<file path="config.mk">
export PLATFORM = sky130hd
export DESIGN_NAME = array_doubly_linked_list
export DESIGN_NICKNAME = d
export VERILOG_FILES = /design/src/hw/rtl/adll_pkg.sv /design/src/hw/rtl/adll_ram.sv /design/src/hw/rtl/adll_seq.sv /design/src/hw/rtl/array_doubly_linked_list.sv
export SDC_FILE = /design/constraint.sdc
export NUM_CORES = 2
export LEC_CHECK = 0
export BUFFER_PORTS_ARGS = -buffer_cell sky130_fd_sc_hd__buf_2
export CAP_MARGIN = 20
export CELL_PAD_IN_SITES_DETAIL_PLACEMENT = 0
export CELL_PAD_IN_SITES_GLOBAL_PLACEMENT = 1
export CORE_ASPECT_RATIO = 1.4
export CORE_MARGIN = 2
export CORE_UTILIZATION = 45
export DETAILED_ROUTE_END_ITERATION = 8
export PLACE_DENSITY = 0.79
export REMOVE_ABC_BUFFERS = 1
export SYNTH_ARGS = -nofsm -noshare
export SYNTH_HDL_FRONTEND = slang
export SYNTH_SLANG_ARGS = --single-unit
export TNS_END_PERCENT = 30
</file>
<file path="constraint.sdc">
create_clock -name clk_i -period 4.3 [get_ports clk_i]
set_input_delay 1.29 -clock clk_i [delete_from_list [all_inputs] [get_ports clk_i]]
set_output_delay 1.29 -clock clk_i [all_outputs]
set_load 0.01 [all_outputs]
</file>
<file path="src/hw/rtl/adll_pkg.sv">
// ----------------------------------------------------------------------------
// adll_pkg
// Shared types and constants for the array backed doubly linked list.
// ----------------------------------------------------------------------------
package adll_pkg;

  localparam int unsigned CAPACITY = 64;
  localparam int unsigned ADDR_W   = $clog2(CAPACITY);
  localparam int unsigned IDX_W    = 7;
  localparam int unsigned KEY_W    = 32;
  localparam int unsigned CMD_W    = 3;
  localparam int unsigned ST_W     = 3;

  localparam logic [IDX_W-1:0] NONE_IDX    = 7'd127;
  localparam logic [KEY_W-1:0] INVALID_KEY = 32'h7FFF_FFFF;

  typedef enum logic [CMD_W-1:0] {
    CMD_INSERT    = 3'd0,
    CMD_DELETE    = 3'd1,
    CMD_DEL_FIRST = 3'd2,
    CMD_DEL_LAST  = 3'd3,
    CMD_DUMP      = 3'd4
  } cmd_e;

  typedef enum logic [ST_W-1:0] {
    ST_OK        = 3'd0,
    ST_NOT_FOUND = 3'd1,
    ST_FULL      = 3'd2,
    ST_EMPTY     = 3'd3,
    ST_INVALID   = 3'd4
  } status_e;

  typedef enum logic [2:0] {
    S_IDLE,
    S_DECODE,
    S_SCAN,
    S_INS_LINK,
    S_INS_HEAD,
    S_WALK,
    S_UNLINK,
    S_RESP
  } state_e;

  typedef struct packed {
    logic              en;
    logic [ADDR_W-1:0] addr;
    logic [KEY_W-1:0]  data;
  } key_wr_t;

  typedef struct packed {
    logic              en;
    logic [ADDR_W-1:0] addr;
    logic [IDX_W-1:0]  data;
  } link_wr_t;

  // a link points at a real node only below the capacity
  function automatic logic idx_ok(input logic [IDX_W-1:0] idx);
    return idx < IDX_W'(CAPACITY);
  endfunction

endpackage

</file>
<file path="src/hw/rtl/adll_ram.sv">
// ----------------------------------------------------------------------------
// adll_ram
// Generic single write port, single read port RAM with registered read.
// ----------------------------------------------------------------------------
module adll_ram #(
  parameter int unsigned Width = 8,
  parameter int unsigned Depth = 64
) (
  input  logic                     clk_i,
  input  logic                     we_i,
  input  logic [$clog2(Depth)-1:0] waddr_i,
  input  logic [Width-1:0]         wdata_i,
  input  logic [$clog2(Depth)-1:0] raddr_i,
  output logic [Width-1:0]         rdata_o
);

  logic [Width-1:0] mem_q [Depth];
  logic [Width-1:0] rdata_q;

  always_ff @(posedge clk_i) begin
    if (we_i) begin
      mem_q[waddr_i] <= wdata_i;
    end
    rdata_q <= mem_q[raddr_i];
  end

  assign rdata_o = rdata_q;

endmodule

</file>
<file path="src/hw/rtl/adll_seq.sv">
// ----------------------------------------------------------------------------
// adll_seq
// Command sequencer: free slot scan, list walk, link updates and result
// register for the linked list node store.
// ----------------------------------------------------------------------------
module adll_seq (
  input  logic                     clk_i,
  input  logic                     rst_ni,
  input  logic                     in_valid_i,
  output logic                     in_ready_o,
  input  logic [2:0]               cmd_i,
  input  logic signed [31:0]       key_i,
  output logic                     res_valid_o,
  input  logic                     res_ready_i,
  output logic [2:0]               status_o,
  output logic signed [31:0]       out_key_o,
  output logic                     out_valid_o,
  output logic                     last_o,
  output logic [adll_pkg::ADDR_W-1:0] rd_addr_o,
  input  logic [adll_pkg::KEY_W-1:0]  key_rdata_i,
  input  logic [adll_pkg::IDX_W-1:0]  next_rdata_i,
  input  logic [adll_pkg::IDX_W-1:0]  prev_rdata_i,
  output adll_pkg::key_wr_t        key_wr_o,
  output adll_pkg::link_wr_t       next_wr_o,
  output adll_pkg::link_wr_t       prev_wr_o
);
  import adll_pkg::*;

  localparam logic [ADDR_W-1:0] LAST_SLOT = ADDR_W'(CAPACITY - 1);

  state_e             state_q, state_d;
  logic [CMD_W-1:0]   cmd_q, cmd_d;
  logic [KEY_W-1:0]   key_q, key_d;
  logic [IDX_W-1:0]   idx_q, idx_d;
  logic [ADDR_W-1:0]  scan_q, scan_d;
  logic [ADDR_W-1:0]  slot_q, slot_d;
  logic [IDX_W-1:0]   head_q, head_d;
  logic [IDX_W-1:0]   tail_q, tail_d;
  status_e            status_q, status_d;
  logic [CAPACITY-1:0] used_q, used_d;

  logic               res_valid_q, res_valid_d;
  logic [ST_W-1:0]    res_status_q, res_status_d;
  logic [KEY_W-1:0]   res_key_q, res_key_d;
  logic               res_kv_q, res_kv_d;
  logic               res_last_q, res_last_d;

  logic can_load;
  logic key_hit;
  logic next_ok;
  logic do_unlink;

  assign can_load = !res_valid_q || res_ready_i;
  assign key_hit  = key_rdata_i == key_q;
  assign next_ok  = idx_ok(next_rdata_i);

  // next state
  always_comb begin
    state_d = state_q;
    unique case (state_q)
      S_IDLE: begin
        if (in_valid_i) state_d = S_DECODE;
      end
      S_DECODE: begin
        unique case (cmd_q)
          CMD_INSERT: state_d = (key_q == INVALID_KEY) ? S_RESP : S_SCAN;
          CMD_DELETE: begin
            if (key_q == INVALID_KEY || !idx_ok(head_q)) state_d = S_RESP;
            else state_d = S_WALK;
          end
          CMD_DEL_FIRST: state_d = idx_ok(head_q) ? S_UNLINK : S_RESP;
          CMD_DEL_LAST:  state_d = idx_ok(tail_q) ? S_UNLINK : S_RESP;
          CMD_DUMP:      state_d = idx_ok(head_q) ? S_WALK : S_RESP;
          default:       state_d = S_IDLE;
        endcase
      end
      S_SCAN: begin
        if (!used_q[scan_q]) state_d = S_INS_LINK;
        else if (scan_q == LAST_SLOT) state_d = S_RESP;
      end
      S_INS_LINK: state_d = S_INS_HEAD;
      S_INS_HEAD: state_d = S_RESP;
      S_WALK: begin
        if (cmd_q == CMD_DUMP) begin
          if (can_load && !next_ok) state_d = S_IDLE;
        end else if (key_hit || !next_ok) begin
          state_d = S_RESP;
        end
      end
      S_UNLINK: state_d = S_RESP;
      S_RESP: begin
        if (can_load) state_d = S_IDLE;
      end
      default: state_d = S_IDLE;
    endcase
  end

  // datapath and memory ports
  always_comb begin
    cmd_d        = cmd_q;
    key_d        = key_q;
    idx_d        = idx_q;
    scan_d       = scan_q;
    slot_d       = slot_q;
    head_d       = head_q;
    tail_d       = tail_q;
    status_d     = status_q;
    used_d       = used_q;
    res_valid_d  = res_valid_q && !res_ready_i;
    res_status_d = res_status_q;
    res_key_d    = res_key_q;
    res_kv_d     = res_kv_q;
    res_last_d   = res_last_q;
    rd_addr_o    = idx_q[ADDR_W-1:0];
    key_wr_o     = '0;
    next_wr_o    = '0;
    prev_wr_o    = '0;
    do_unlink    = 1'b0;

    unique case (state_q)
      S_IDLE: begin
        if (in_valid_i) begin
          cmd_d = cmd_i;
          key_d = key_i;
        end
      end
      S_DECODE: begin
        scan_d    = '0;
        idx_d     = (cmd_q == CMD_DEL_LAST) ? tail_q : head_q;
        rd_addr_o = idx_d[ADDR_W-1:0];
        status_d  = ST_EMPTY;
        if ((cmd_q == CMD_INSERT || cmd_q == CMD_DELETE) && key_q == INVALID_KEY) begin
          status_d = ST_INVALID;
        end
      end
      S_SCAN: begin
        if (!used_q[scan_q]) begin
          slot_d = scan_q;
        end else if (scan_q == LAST_SLOT) begin
          status_d = ST_FULL;
        end else begin
          scan_d = scan_q + 1'b1;
        end
      end
      S_INS_LINK: begin
        key_wr_o       = '{en: 1'b1, addr: slot_q, data: key_q};
        next_wr_o      = '{en: 1'b1, addr: slot_q, data: head_q};
        prev_wr_o      = '{en: 1'b1, addr: slot_q, data: NONE_IDX};
        used_d[slot_q] = 1'b1;
      end
      S_INS_HEAD: begin
        if (idx_ok(head_q)) begin
          prev_wr_o = '{en: 1'b1, addr: head_q[ADDR_W-1:0], data: IDX_W'(slot_q)};
        end else begin
          tail_d = IDX_W'(slot_q);
        end
        head_d   = IDX_W'(slot_q);
        status_d = ST_OK;
      end
      S_WALK: begin
        if (cmd_q == CMD_DUMP) begin
          if (can_load) begin
            res_valid_d  = 1'b1;
            res_status_d = ST_OK;
            res_key_d    = key_rdata_i;
            res_kv_d     = 1'b1;
            res_last_d   = !next_ok;
            if (next_ok) begin
              idx_d     = next_rdata_i;
              rd_addr_o = next_rdata_i[ADDR_W-1:0];
            end
          end
        end else if (key_hit) begin
          do_unlink = 1'b1;
          status_d  = ST_OK;
        end else if (!next_ok) begin
          status_d = ST_NOT_FOUND;
        end else begin
          idx_d     = next_rdata_i;
          rd_addr_o = next_rdata_i[ADDR_W-1:0];
        end
      end
      S_UNLINK: begin
        do_unlink = 1'b1;
        status_d  = ST_OK;
      end
      S_RESP: begin
        if (can_load) begin
          res_valid_d  = 1'b1;
          res_status_d = status_q;
          res_key_d    = '0;
          res_kv_d     = 1'b0;
          res_last_d   = 1'b1;
        end
      end
      default: ;
    endcase

    // splice the node at idx_q out using its prev and next links
    if (do_unlink) begin
      if (idx_ok(prev_rdata_i)) begin
        next_wr_o = '{en: 1'b1, addr: prev_rdata_i[ADDR_W-1:0], data: next_rdata_i};
      end else begin
        head_d = next_rdata_i;
      end
      if (next_ok) begin
        prev_wr_o = '{en: 1'b1, addr: next_rdata_i[ADDR_W-1:0], data: prev_rdata_i};
      end else begin
        tail_d = prev_rdata_i;
      end
      used_d[idx_q[ADDR_W-1:0]] = 1'b0;
    end
  end

  always_ff @(posedge clk_i or negedge rst_ni) begin
    if (!rst_ni) begin
      state_q     <= S_IDLE;
      head_q      <= NONE_IDX;
      tail_q      <= NONE_IDX;
      used_q      <= '0;
      res_valid_q <= 1'b0;
    end else begin
      state_q     <= state_d;
      head_q      <= head_d;
      tail_q      <= tail_d;
      used_q      <= used_d;
      res_valid_q <= res_valid_d;
    end
  end

  always_ff @(posedge clk_i) begin
    cmd_q        <= cmd_d;
    key_q        <= key_d;
    idx_q        <= idx_d;
    scan_q       <= scan_d;
    slot_q       <= slot_d;
    status_q     <= status_d;
    res_status_q <= res_status_d;
    res_key_q    <= res_key_d;
    res_kv_q     <= res_kv_d;
    res_last_q   <= res_last_d;
  end

  assign in_ready_o  = state_q == S_IDLE;
  assign res_valid_o = res_valid_q;
  assign status_o    = res_status_q;
  assign out_key_o   = res_key_q;
  assign out_valid_o = res_kv_q;
  assign last_o      = res_last_q;

endmodule

</file>
<file path="src/hw/rtl/array_doubly_linked_list.sv">
// ----------------------------------------------------------------------------
// array_doubly_linked_list
// Doubly linked list of signed keys in a fixed node store with insert,
// delete by key, delete first, delete last and dump.
//
//   channel  signals                              direction
//   request  in_valid_i/in_ready_o, cmd_i, key_i  in
//   result   res_valid_o/res_ready_i, status_o,   out
//            out_key_o, out_valid_o, last_o
//
// one request at a time, accepted and then decoded; insert scans the used bits
// for a free slot, delete by key walks from the head until the key matches or
// the list ends, delete first and delete last unlink the head or tail node, and
// dump walks from the head, one link memory read per cycle unless results stall.
// each result waits in the result register while res_ready_i is low.
// reset empties the list at once; the node memories need no clearing.
// ----------------------------------------------------------------------------
module array_doubly_linked_list (
  input  logic               clk_i,
  input  logic               rst_ni,
  input  logic               in_valid_i,
  output logic               in_ready_o,
  input  logic [2:0]         cmd_i,
  input  logic signed [31:0] key_i,
  output logic               res_valid_o,
  input  logic               res_ready_i,
  output logic [2:0]         status_o,
  output logic signed [31:0] out_key_o,
  output logic               out_valid_o,
  output logic               last_o
);
  import adll_pkg::*;

  logic [ADDR_W-1:0] rd_addr;
  logic [KEY_W-1:0]  key_rdata;
  logic [IDX_W-1:0]  next_rdata;
  logic [IDX_W-1:0]  prev_rdata;
  key_wr_t           key_wr;
  link_wr_t          next_wr;
  link_wr_t          prev_wr;

  adll_seq u_seq (
    .clk_i        (clk_i),
    .rst_ni       (rst_ni),
    .in_valid_i   (in_valid_i),
    .in_ready_o   (in_ready_o),
    .cmd_i        (cmd_i),
    .key_i        (key_i),
    .res_valid_o  (res_valid_o),
    .res_ready_i  (res_ready_i),
    .status_o     (status_o),
    .out_key_o    (out_key_o),
    .out_valid_o  (out_valid_o),
    .last_o       (last_o),
    .rd_addr_o    (rd_addr),
    .key_rdata_i  (key_rdata),
    .next_rdata_i (next_rdata),
    .prev_rdata_i (prev_rdata),
    .key_wr_o     (key_wr),
    .next_wr_o    (next_wr),
    .prev_wr_o    (prev_wr)
  );

  adll_ram #(.Width(KEY_W), .Depth(CAPACITY)) u_key_ram (
    .clk_i   (clk_i),
    .we_i    (key_wr.en),
    .waddr_i (key_wr.addr),
    .wdata_i (key_wr.data),
    .raddr_i (rd_addr),
    .rdata_o (key_rdata)
  );

  adll_ram #(.Width(IDX_W), .Depth(CAPACITY)) u_next_ram (
    .clk_i   (clk_i),
    .we_i    (next_wr.en),
    .waddr_i (next_wr.addr),
    .wdata_i (next_wr.data),
    .raddr_i (rd_addr),
    .rdata_o (next_rdata)
  );

  adll_ram #(.Width(IDX_W), .Depth(CAPACITY)) u_prev_ram (
    .clk_i   (clk_i),
    .we_i    (prev_wr.en),
    .waddr_i (prev_wr.addr),
    .wdata_i (prev_wr.data),
    .raddr_i (rd_addr),
    .rdata_o (prev_rdata)
  );

endmodule
</file>
==> results.py <==
metrics = {
    "final_layout": {
        "drive_above_1_share_pct": 29.3,
        "area_delta_synth_final_pct": 20.3,
        "nets": 7865,
        "fin_util_pct": 54.4,
        "final_cell_mix": "3037 x edfxtp_1, 882 x nand2_1, 789 x buf_4",
        "final_common_cell": "edfxtp_1",
        "nFillCells": 20500,
    },
    "critical_path": {
        "crit_cells": 21,
        "rrSetupSlack_ps": -150,
        "crit_chain": "xor2_1, buf_4, nor4_2, nand4_1, buf_6, buf_4, nor2_4, nand3b_1, and3_4, buf_12, buf_12, buf_12, buf_4, nor2_4, buf_12, buf_4, a221oi_1, a22oi_1, a21oi_1, buf_4, or4_1",
        "critPathMaxFanout": 9,
        "worstRegToRegCells": 21,
        "required_ps": 5070,
        "critPathArrivalTime_ps": 5210,
        "worst_path_max_delay_cell": "edfxtp_1",
        "worstSetupPathType": "reg -> reg",
        "crit_family": "buffers and inverters",
        "critPathMostFrequentCell": "buf_4",
        "slowest_delay_ps": 560,
        "start_kind": "register",
        "worst-path-buf-inv": 10,
        "worst_setup_path_end_kind": "register",
    },
    "timing": {
        "rsz0062_at_grt": "yes",
        "clock_skew_ps": 60.9,
        "slew_headroom_pct": 31.7,
        "worst_pin_slew_ps": 1020,
        "final.period_utilization_pct": 103,
        "worst_slack_ps": -146,
        "fmax_ghz": 0.225,
        "final-setup-viol-count": 21,
        "finalHoldViolations": 0,
        "min_period_ps": 4450,
        "hold_ws_ps": 491,
        "slew_violations": 0,
    },
    "min_path": {
        "worstHoldPathCells": 1,
        "hp-class": "reg -> reg",
    },
    "die": {
        "core_region_area_um2": 273000,
        "dieArea_um2": 279000,
        "ioPinCount": 78,
        "die-height_um": 624,
        "fp-row-count": 227,
        "start_util_pct": 45.2,
        "die_x_um": 447,
    },
    "yosys": {
        "netlist_area_um2": 123000,
        "synthFlopType": "edfxtp_1",
        "synthCells": 6803,
        "ys_warn_count": 0,
        "synth_seq_cells": 3165,
        "avgSynthCellArea_um2": 18.2,
        "ys_seq_area_share_pct": 76.3,
        "async_flop_share_pct": 2.59,
        "synth_edf_count": 3037,
        "ys_types": 79,
    },
    "global_route": {
        "grt_pass1_vias": 71900,
        "grt_usage_pct": 26.3,
        "grt_max_degree": 70,
        "grt_overflow": 0,
        "grt_pass1_wl_um": 522000,
        "antenna_found_initial": 12,
    },
    "power_and_ir_drop": {
        "power_leakage_nw": 50.4,
        "power_density_nw_per_um2": 841,
        "ir_drop_mv": 0.658,
    },
    "route": {
        "dr.pass1.iters": 8,
        "wl_per_cell_um": 32.0,
        "detailedRoute.firstIterationViolations": 9738,
        "ant_nets": 0,
        "remaining_drc_errors": 0,
        "viasPerCell": 6.14,
        "wl_um": 376000,
        "vias": 72100,
    },
    "cts": {
        "root_buffer": "clkbuf_16",
        "cts_tree": "done",
        "clkSlewWorstSetupHoldPaths_ps": 60,
        "numCtsBuffers": 308,
        "cts.htree.levels": 5,
        "cts_sinks": 3165,
        "clock_path_buffers": 4,
        "clk_latency_ps": 900,
    },
    "run": {
        "cap_viol_max_count": 0,
    },
    "outcome": {
        "status": "complete, but fails checks",
        "violations": "setup timing",
    },
    "placed_design": {
        "io_buffer_count": 77,
        "dp_hpwl_um": 231000,
        "gp_congestion": 0.934,
    },
}
[per-stage QoR]
step                      instance area [um2]   TNS, ps  power [mW]  instances  worst slack (ps)
after floorplan                        122000  -1322730        54.8       6413            -29440
after global placement                 136000    -35880        92.6      11000             -1460
after detailed placement               136000    -42300        93.4      11000             -1300
after CTS                              147000     -42.0         122      11600             -23.7
after global routing                   148000     -1520         129      11700              -148
final                                  149000     -1020         125      11700              -146
[final timing paths]
kind | startpoint | endpoint
setup / recovery | u_seq.key_q[2] | u_key_ram.rdata_o[28]
hold / removal | u_seq.used_q[63] | u_seq.used_q[63]
setup reg to reg | u_seq.key_q[2] | u_key_ram.rdata_o[28]
hold reg to reg | u_seq.used_q[63] | u_seq.used_q[63]
max in group asynchronous | rst_ni | u_seq.tail_q[4]
min in group asynchronous | rst_ni | u_seq.state_q[1]
[where the power goes]
group / leakage (nW) / internal [mW] / switching, mW / total (mW)
combinational: 16.3 / 24.9 / 33.8 / 58.8
sequential: 29.3 / 37.9 / 1.23 / 39.2
clock: 4.87 / 15.4 / 11.6 / 27.0
total: 50.4 / 78.3 / 46.6 / 125
[logic make-up (layout without fill, tap and decap cells)]
| family | Yosys count | in the layout | synth area share, % |
|---|---|---|---|
| AOI/OAI and AO/OA | 620 | 620 | 3.59 |
| xor gates and xnor gates | 36 | 36 | 0.255 |
| adders and majority gates | 1 | 1 | 0.0101 |
| buffers and inverters | 403 | 1668 | 1.58 |
| DFF | 3165 | 3165 | 76.3 |
| muxes | 792 | 792 | 12.0 |
| other | 0 | 13 | 0 |
| and+or+nand+nor | 1786 | 1787 | 6.32 |
[per-layer routing]
layer | track usage (%) | wire length [um] | up-vias
met2 | 42.9 | 183000 | 4735
met3 | 5.60 | 39200 | 984
li1 | - | - | 29300
met4 | 15.4 | 24600 | 4
met5 | 0 | 276 | -
met1 | 32.3 | 129000 | 37000
[state kept, by name, summed over array words and instances, names as in the netlist, 6 cells and up]
name / flops
u_next_ram.mem_q: 448
u_key_ram.mem_q: 2048
u_next_ram.rdata_o: 7
u_seq.out_key_o: 32
u_seq.head_q: 7
u_seq.used_q: 64
u_seq.scan_q: 6
u_seq.slot_q: 6
u_prev_ram.mem_q: 448
u_seq.idx_q: 6
u_seq.tail_q: 7
u_seq.key_q: 32
u_prev_ram.rdata_o: 7
u_key_ram.rdata_o: 32
[worst reg2reg max path: stages, from the launching register on]
cell and delay [ps]:
edfxtp_1 560, xor2_1 230, buf_4 210, nor4_2 140, nand4_1 160, buf_6 210
buf_4 150, nor2_4 110, nand3b_1 160, and3_4 290, buf_12 170, buf_12 140
buf_12 140, buf_4 150, nor2_4 130, buf_12 140, buf_4 140, a221oi_1 110
a22oi_1 210, a21oi_1 110, buf_4 160, or4_1 520
[cell usage after synthesis (all sizes together) (11+ instances only)]
cell | count | area share (%)
a21oi | 80 | 0.32
a221o | 22 | 0.18
a221oi | 54 | 0.39
a22oi | 15 | 0.091
a311oi | 13 | 0.092
a31oi | 105 | 0.53
a32oi | 27 | 0.19
and2 | 69 | 0.35
and3 | 33 | 0.17
buf | 219 | 1.0
clkbuf | 171 | 0.52
dfrtp | 68 | 1.4
dfstp | 14 | 0.30
dfxtp | 46 | 0.75
edfxtp | 3037 | 74
inv | 13 | 0.040
mux2 | 22 | 0.20
mux2i | 224 | 1.8
mux4 | 546 | 10
nand2 | 886 | 2.7
nand3 | 398 | 1.6
nand4 | 20 | 0.10
nor2 | 284 | 0.87
nor3 | 21 | 0.089
nor4 | 11 | 0.056
o2111ai | 18 | 0.13
o211ai | 42 | 0.26
o21ai | 84 | 0.34
o22a | 66 | 0.47
o22ai | 28 | 0.14
or3 | 12 | 0.061
or4 | 12 | 0.073
xor2 | 34 | 0.24
[cell type report]
cell class              count  area, um2  area share, %
repair buffers           1101      11100           7.45
clock buffers             386       8370           5.64
flip-flops and latches   3165      94200           63.4
diodes                     13       32.5         0.0219
well taps                3664       4580           3.09
clock inverters           168       1610           1.09
multi-input cells        3236      28600           19.3
inverters                  13       48.8         0.0329
[timing repair]
| item | in CTS | in global routing |
|---|---|---|
| hold buffers | 0 | 0 |
| pin swaps | 11 | 40 |
| setup buffers | 18 | 94 |
| gates resized for setup | 59 | 108 |
| setup endpoints to repair | 110 | 79 |
| gates cloned | 6 | 12 |
No activity file was read; power rests on OpenSTA's default activity.
